`config.mk`:
```
export PLATFORM = sky130hd
export DESIGN_NAME = bip_ctrl
export DESIGN_NICKNAME = d
export VERILOG_FILES = /design/src/hw/rtl/bip_pkg.sv /design/src/hw/rtl/bip_ctrl.sv
export SDC_FILE = /design/constraint.sdc
export NUM_CORES = 1
export LEC_CHECK = 0
export ABC_AREA = 1
export BUFFER_PORTS_ARGS = -buffer_cell sky130_fd_sc_hd__buf_2
export CAP_MARGIN = 20
export CORE_MARGIN = 2
export CORE_UTILIZATION = 46
export CTS_CLUSTER_SIZE = 24
export DETAILED_ROUTE_END_ITERATION = 16
export HOLD_SLACK_MARGIN = 0.1
export PLACE_DENSITY = 0.78
export SYNTH_ARGS = -nofsm -noshare
export SYNTH_HDL_FRONTEND = slang
export SYNTH_SLANG_ARGS = --single-unit
```
`constraint.sdc`:
```
create_clock -name clk -period 3.7 [get_ports clk]
set_input_delay 0.555 -clock clk [delete_from_list [all_inputs] [get_ports clk]]
set_output_delay 0.555 -clock clk [all_outputs]
set_load 0.03 [all_outputs]
```
`src/hw/rtl/bip_pkg.sv`:
```
// ----------------------------------------------------------------------------
// bip_pkg
// Shared constants, codes and controller/datapath interface types for the
// polar-grid bilinear interpolator.
// ----------------------------------------------------------------------------
package bip_pkg;

  localparam int MAX_RADIUS_POINTS_DEF = 64;
  localparam int MAX_ANGLE_POINTS_DEF  = 64;
  localparam int COMPONENTS_DEF        = 3;

  // load data is sign-extended from this many bits
  localparam int VALUE_BITS = 32;
  localparam int LOAD_BITS  = (VALUE_BITS < 32) ? VALUE_BITS : 32;

  localparam int COORD_W  = 32;
  localparam int WEIGHT_W = 17;
  localparam logic [WEIGHT_W-1:0] ONE_W = 17'h10000;

  localparam logic [1:0] OP_LOAD_RADIUS = 2'd0;
  localparam logic [1:0] OP_LOAD_ANGLE  = 2'd1;
  localparam logic [1:0] OP_LOAD_GRID   = 2'd2;
  localparam logic [1:0] OP_QUERY       = 2'd3;

  localparam logic [1:0] ST_OK         = 2'd0;
  localparam logic [1:0] ST_RANGE      = 2'd1;
  localparam logic [1:0] ST_ZERO_WIDTH = 2'd2;

  localparam logic [1:0] CFG_RADIUS_POINTS = 2'd0;
  localparam logic [1:0] CFG_ANGLE_POINTS  = 2'd1;
  localparam logic [1:0] CFG_RANGE_TOL     = 2'd2;

  // breakpoint table read select
  localparam logic [2:0] TRD_NONE  = 3'd0;
  localparam logic [2:0] TRD_FIRST = 3'd1;
  localparam logic [2:0] TRD_LAST  = 3'd2;
  localparam logic [2:0] TRD_PROBE = 3'd3;
  localparam logic [2:0] TRD_LO    = 3'd4;
  localparam logic [2:0] TRD_HI    = 3'd5;

  // cell corners: radius side, angle side
  localparam logic [1:0] CORNER_LL = 2'd0;
  localparam logic [1:0] CORNER_LH = 2'd1;
  localparam logic [1:0] CORNER_HL = 2'd2;
  localparam logic [1:0] CORNER_HH = 2'd3;

  typedef struct packed {
    logic       latch;
    logic       wr_load;
    logic [2:0] trd;
    logic       cap_first;
    logic       cap_last;
    logic       srch_init;
    logic       srch_step;
    logic       cell_set;
    logic       addr_row;
    logic       cap_lo;
    logic       addr_base;
    logic       cap_hi;
    logic       div_start;
    logic       acc_clr;
    logic       g_issue;
    logic       g_mul;
    logic       g_acc;
    logic [1:0] corner;
    logic       finish;
    logic [1:0] fin_status;
  } bip_cmd_t;

  typedef struct packed {
    logic is_query;
    logic range_ok;
    logic search_done;
    logic diff_ok;
    logic div_done;
  } bip_stat_t;

endpackage

```
`src/hw/rtl/bip_ctrl.sv`:
```
// ----------------------------------------------------------------------------
// bip_ctrl
// Sequencer: writes a load item, or steps a query item through bound reads,
// range check, search, cell reads, weight division and the four-corner blend.
// ----------------------------------------------------------------------------
module bip_ctrl (
  input  logic               clk,
  input  logic               rst_n,
  input  logic               start,
  input  bip_pkg::bip_stat_t stat,
  output logic               busy,
  output bip_pkg::bip_cmd_t  cmd
);
  import bip_pkg::*;

  localparam logic [4:0] S_IDLE     = 5'd0;
  localparam logic [4:0] S_DECODE   = 5'd1;
  localparam logic [4:0] S_RD_LAST  = 5'd2;
  localparam logic [4:0] S_CAP_LAST = 5'd3;
  localparam logic [4:0] S_RANGE    = 5'd4;
  localparam logic [4:0] S_PROBE    = 5'd5;
  localparam logic [4:0] S_STEP     = 5'd6;
  localparam logic [4:0] S_CELL     = 5'd7;
  localparam logic [4:0] S_RD_LO    = 5'd8;
  localparam logic [4:0] S_RD_HI    = 5'd9;
  localparam logic [4:0] S_CAP_HI   = 5'd10;
  localparam logic [4:0] S_EVAL     = 5'd11;
  localparam logic [4:0] S_DIV      = 5'd12;
  localparam logic [4:0] S_G_RD     = 5'd13;
  localparam logic [4:0] S_G_MUL    = 5'd14;
  localparam logic [4:0] S_G_ACC    = 5'd15;
  localparam logic [4:0] S_FIN      = 5'd16;

  logic [4:0] state_r, state_nxt;
  logic [1:0] corner_r, corner_nxt;

  always_ff @(posedge clk) begin
    if (!rst_n) begin
      state_r  <= S_IDLE;
      corner_r <= CORNER_LL;
    end else begin
      state_r  <= state_nxt;
      corner_r <= corner_nxt;
    end
  end

  always_comb begin
    cmd            = '0;
    cmd.trd        = TRD_NONE;
    cmd.corner     = corner_r;
    cmd.fin_status = ST_OK;
    state_nxt      = state_r;
    corner_nxt     = corner_r;
    case (state_r)
      S_IDLE: begin
        if (start) begin
          cmd.latch = 1'b1;
          state_nxt = S_DECODE;
        end
      end
      S_DECODE: begin
        if (!stat.is_query) begin
          cmd.wr_load = 1'b1;
          cmd.finish  = 1'b1;
          state_nxt   = S_IDLE;
        end else begin
          cmd.trd   = TRD_FIRST;
          state_nxt = S_RD_LAST;
        end
      end
      S_RD_LAST: begin
        cmd.trd       = TRD_LAST;
        cmd.cap_first = 1'b1;
        state_nxt     = S_CAP_LAST;
      end
      S_CAP_LAST: begin
        cmd.cap_last = 1'b1;
        state_nxt    = S_RANGE;
      end
      S_RANGE: begin
        if (!stat.range_ok) begin
          cmd.finish     = 1'b1;
          cmd.fin_status = ST_RANGE;
          state_nxt      = S_IDLE;
        end else begin
          cmd.srch_init = 1'b1;
          state_nxt     = S_PROBE;
        end
      end
      S_PROBE: begin
        if (stat.search_done) begin
          state_nxt = S_CELL;
        end else begin
          cmd.trd   = TRD_PROBE;
          state_nxt = S_STEP;
        end
      end
      S_STEP: begin
        cmd.srch_step = 1'b1;
        state_nxt     = S_PROBE;
      end
      S_CELL: begin
        cmd.cell_set = 1'b1;
        state_nxt    = S_RD_LO;
      end
      S_RD_LO: begin
        cmd.trd      = TRD_LO;
        cmd.addr_row = 1'b1;
        state_nxt    = S_RD_HI;
      end
      S_RD_HI: begin
        cmd.trd       = TRD_HI;
        cmd.cap_lo    = 1'b1;
        cmd.addr_base = 1'b1;
        state_nxt     = S_CAP_HI;
      end
      S_CAP_HI: begin
        cmd.cap_hi = 1'b1;
        state_nxt  = S_EVAL;
      end
      S_EVAL: begin
        if (!stat.diff_ok) begin
          cmd.finish     = 1'b1;
          cmd.fin_status = ST_ZERO_WIDTH;
          state_nxt      = S_IDLE;
        end else begin
          cmd.div_start = 1'b1;
          cmd.acc_clr   = 1'b1;
          corner_nxt    = CORNER_LL;
          state_nxt     = S_DIV;
        end
      end
      S_DIV: begin
        if (stat.div_done) begin
          state_nxt = S_G_RD;
        end
      end
      S_G_RD: begin
        cmd.g_issue = 1'b1;
        state_nxt   = S_G_MUL;
      end
      S_G_MUL: begin
        cmd.g_mul = 1'b1;
        state_nxt = S_G_ACC;
      end
      S_G_ACC: begin
        cmd.g_acc = 1'b1;
        if (corner_r == CORNER_HH) begin
          state_nxt = S_FIN;
        end else begin
          corner_nxt = corner_r + 2'd1;
          state_nxt  = S_G_RD;
        end
      end
      S_FIN: begin
        cmd.finish = 1'b1;
        state_nxt  = S_IDLE;
      end
      default: begin
        state_nxt = S_IDLE;
      end
    endcase
  end

  assign busy = state_r != S_IDLE;

endmodule

```
==> results_dict.tcl <==
set metrics [dict create \
    cts-buffers-inserted 3 \
    cpPeakStageDelay_ps 360 \
    syn_area_um2 644.4 \
    dr.max_layer_used "met4" \
    power_frac_clock_pct 27.9 \
    synth_cells 120 \
    yosysWarnings 0 \
    hold_class "in2reg" \
    status "completed" \
    dr.pass1.iters 4 \
    ios 33 \
    syn_avg_cell_area_um2 5.370 \
    wl_per_cell_um 10.11 \
    p_per_area_nw_per_um2 296.1 \
    fp.coreArea_um2 1301 \
    tightest_slew_ps 412.1 \
    dp_hpwl_um 1466 \
    drive_gt1_share_pct 25.32 \
    p_leak_nw 0.5814 \
    layout_commonest_cell "buf_2" \
    regArea_um2 140.1 \
    routabilityCongestion 0.8664 \
    place_ws_ps 1705 \
    setup_viol 0 \
    final_cell_mix "32 x buf_2, 27 x inv_1, 27 x nor2_1, 24 x nand2_1, 15 x nand3_1" \
    period_share_pct 61.33 \
    power.switching_mw 0.1015 \
    vias 824 \
    p_sw_share_pct 41.02 \
    maxCapViolCount 0 \
    yosysUniqueCellTypes 16 \
    grt-ovfl-total 0 \
    crit_path_end_kind "output pin" \
    setup_ws_ps 1431 \
    grt_pass1_wl_um 2953 \
    antenna_found_initial 0 \
    htreeDepth 1 \
    ir_worst_vdd_v 0.0002521 \
    cts-resized-gates 0 \
    max_freq_ghz 0.4407 \
    timing.critical_path.mode_cell "nand2_1" \
    grt_pass1_vias 751 \
    dp.cells 165 \
    diodes 0 \
    ys_ff_latch 7 \
    grt_max_degree 9 \
    ys_seq_area_share_pct 21.75 \
    path_class "reg2out" \
    clk_latency_ps 250 \
    post-cts-setup-buffers 0 \
    wl_met1_um 724 \
    rsz0062_at_grt "no" \
    track_usage_pct 21.53 \
    fin_crit_ps 2269 \
    worstPathArrival_ps 1710 \
    path_clk_slew_ps 60 \
    slowest_stage "dfxtp_1" \
    fillers 146 \
    crit_chain "nor2_1 > nand2_1 > inv_1 > nand2_1 > or2_2 > nand4_1 > buf_2" \
    crit_fanout 5 \
    initial_core_util_pct 49.52 \
    chipWidth_um 41.43 \
    finalPower_mw 0.2475 \
    multiInputGateArea_um2 387.9 \
    nets 164 \
    seqPwrFrac_pct 34.5 \
    p_int_mw 0.1460 \
    first_iter_violations 14 \
    area_growth_pct 29.71 \
    wl_met3_um 96 \
    final-max-slew-violation-count 0 \
    die_h_um 41.43 \
    syn_nets 129 \
    wl_met2_um 843 \
    hold_buffers 0 \
    die-area_um2 1716 \
    cts_tree "yes" \
    wirelength_um 1708 \
    io_buffers 32 \
    hold_viol_final 0 \
    critPathTopFamily "simple AND/OR/NAND/NOR gates" \
    skew_ps 5.926 \
    setup_tns_ps 0 \
    start_kind "flop" \
    cts.path.max_buffers 2 \
    combPwrFrac_pct 37.6 \
    worst_ep_required_time_ps 3140 \
    slew_headroom_pct 72.43 \
    rows 13 \
    ant_nets 0 \
    path_buf_inv 2 \
    avgViaCountPerCell 4.876 \
    root_buffer "clkbuf_4" \
    cts.sinks 7 \
    drc 0 \
    finalNonFillerCells 169 \
]
==> layer usage <==
| metal | global-route usage [%] | vias up |
|---|---|---|
| met4 | 12.26 | 0 |
| met1 | 25.87 | 354 |
| met5 | 0 | - |
| met3 | 1.739 | 6 |
| li1 | - | 436 |
| met2 | 37.19 | 28 |
==> cells in the mapped netlist <==
cell type | instances | share of area, %
nor2_1 | 27 | 16
nand2_1 | 24 | 14
or2_1 | 1 | 0.97
dfxtp_1 | 7 | 22
nand4_1 | 3 | 2.9
a21oi_1 | 4 | 3.1
nand3b_1 | 2 | 2.3
nor2_4 | 1 | 1.7
or2_2 | 1 | 0.97
nand3_1 | 15 | 12
inv_1 | 27 | 16
o22ai_1 | 1 | 0.97
o21ai_0 | 3 | 2.3
ha_1 | 1 | 1.9
buf_4 | 2 | 2.3
nand3_2 | 1 | 1.6
==> flip-flops by register name, indices dropped and copies added (netlist names) <==
signal,count
state_r,5
corner_r,2
==> area by class of cell <==
| type | count | share of cell area, % |
|---|---|---|
| timing repair buffer | 32 | 19.16 |
| clock inverter | 1 | 0.5988 |
| clock buffer | 3 | 2.695 |
| tap | 15 | 2.246 |
| multi-input combinational | 84 | 46.41 |
| sequential | 7 | 16.77 |
| inverter | 27 | 12.13 |
==> per-stage QoR <==
step           area [µm²]  utilization [%]  hold WS, ps
6_report            835.8            64.23        514.2
5_1_grt             835.8            64.23        530.3
4_1_cts             835.8            64.23        513.3
3_5_place_dp        808.3            62.12        536.4
3_3_place_gp        808.3            62.12        533.8
2_1_floorplan       644.4                -        587.8
==> worst register-to-register path: stages, from the launching register on <==
cell     delay (ps)
dfxtp_1         340
inv_1           200
nand3_2         170
nor2_1          160
nand2_1         150
nand3_1         160
nand2_1          60
nand2_1          60
nor2_1           30
==> power groups by stage <==
stage / Sequential [mW] / Clock (mW) / Combinational (mW)
floorplan: 0.0858 / 0 / 0.0684
global placement: 0.0863 / 0 / 0.0915
detailed placement: 0.0870 / 0 / 0.0928
CTS: 0.0853 / 0.0706 / 0.0930
global route: 0.0862 / 0.0741 / 0.103
finish: 0.0855 / 0.0690 / 0.0930
==> final timing paths <==
check | from | depth (start not counted) | slack [ps] | to
worst min-delay path | rst_n | 3 | 510 | state_r[1]$_SDFFE_PN0P_
worst max register to register | state_r[4]$_SDFFE_PN0P_ | 8 | 2260 | corner_r[1]$_SDFFE_PN0P_
worst min register to register | corner_r[1]$_SDFFE_PN0P_ | 4 | 540 | corner_r[1]$_SDFFE_PN0P_
worst max-delay path | state_r[1]$_SDFFE_PN0P_ | 7 | 1430 | cmd[2]
==> kinds of logic (layout without fill, tap and decap cells) <==
kind of cell	after synthesis	in the layout	share of synthesized area (%)
AOI/OAI and AO/OA	8	8	6.408
adders and majority gates	1	1	1.941
buffers and inverters	29	63	18.06
DFF	7	7	21.75
and+or+nand+nor	75	75	51.85
(Power assumes the default switching activity.)
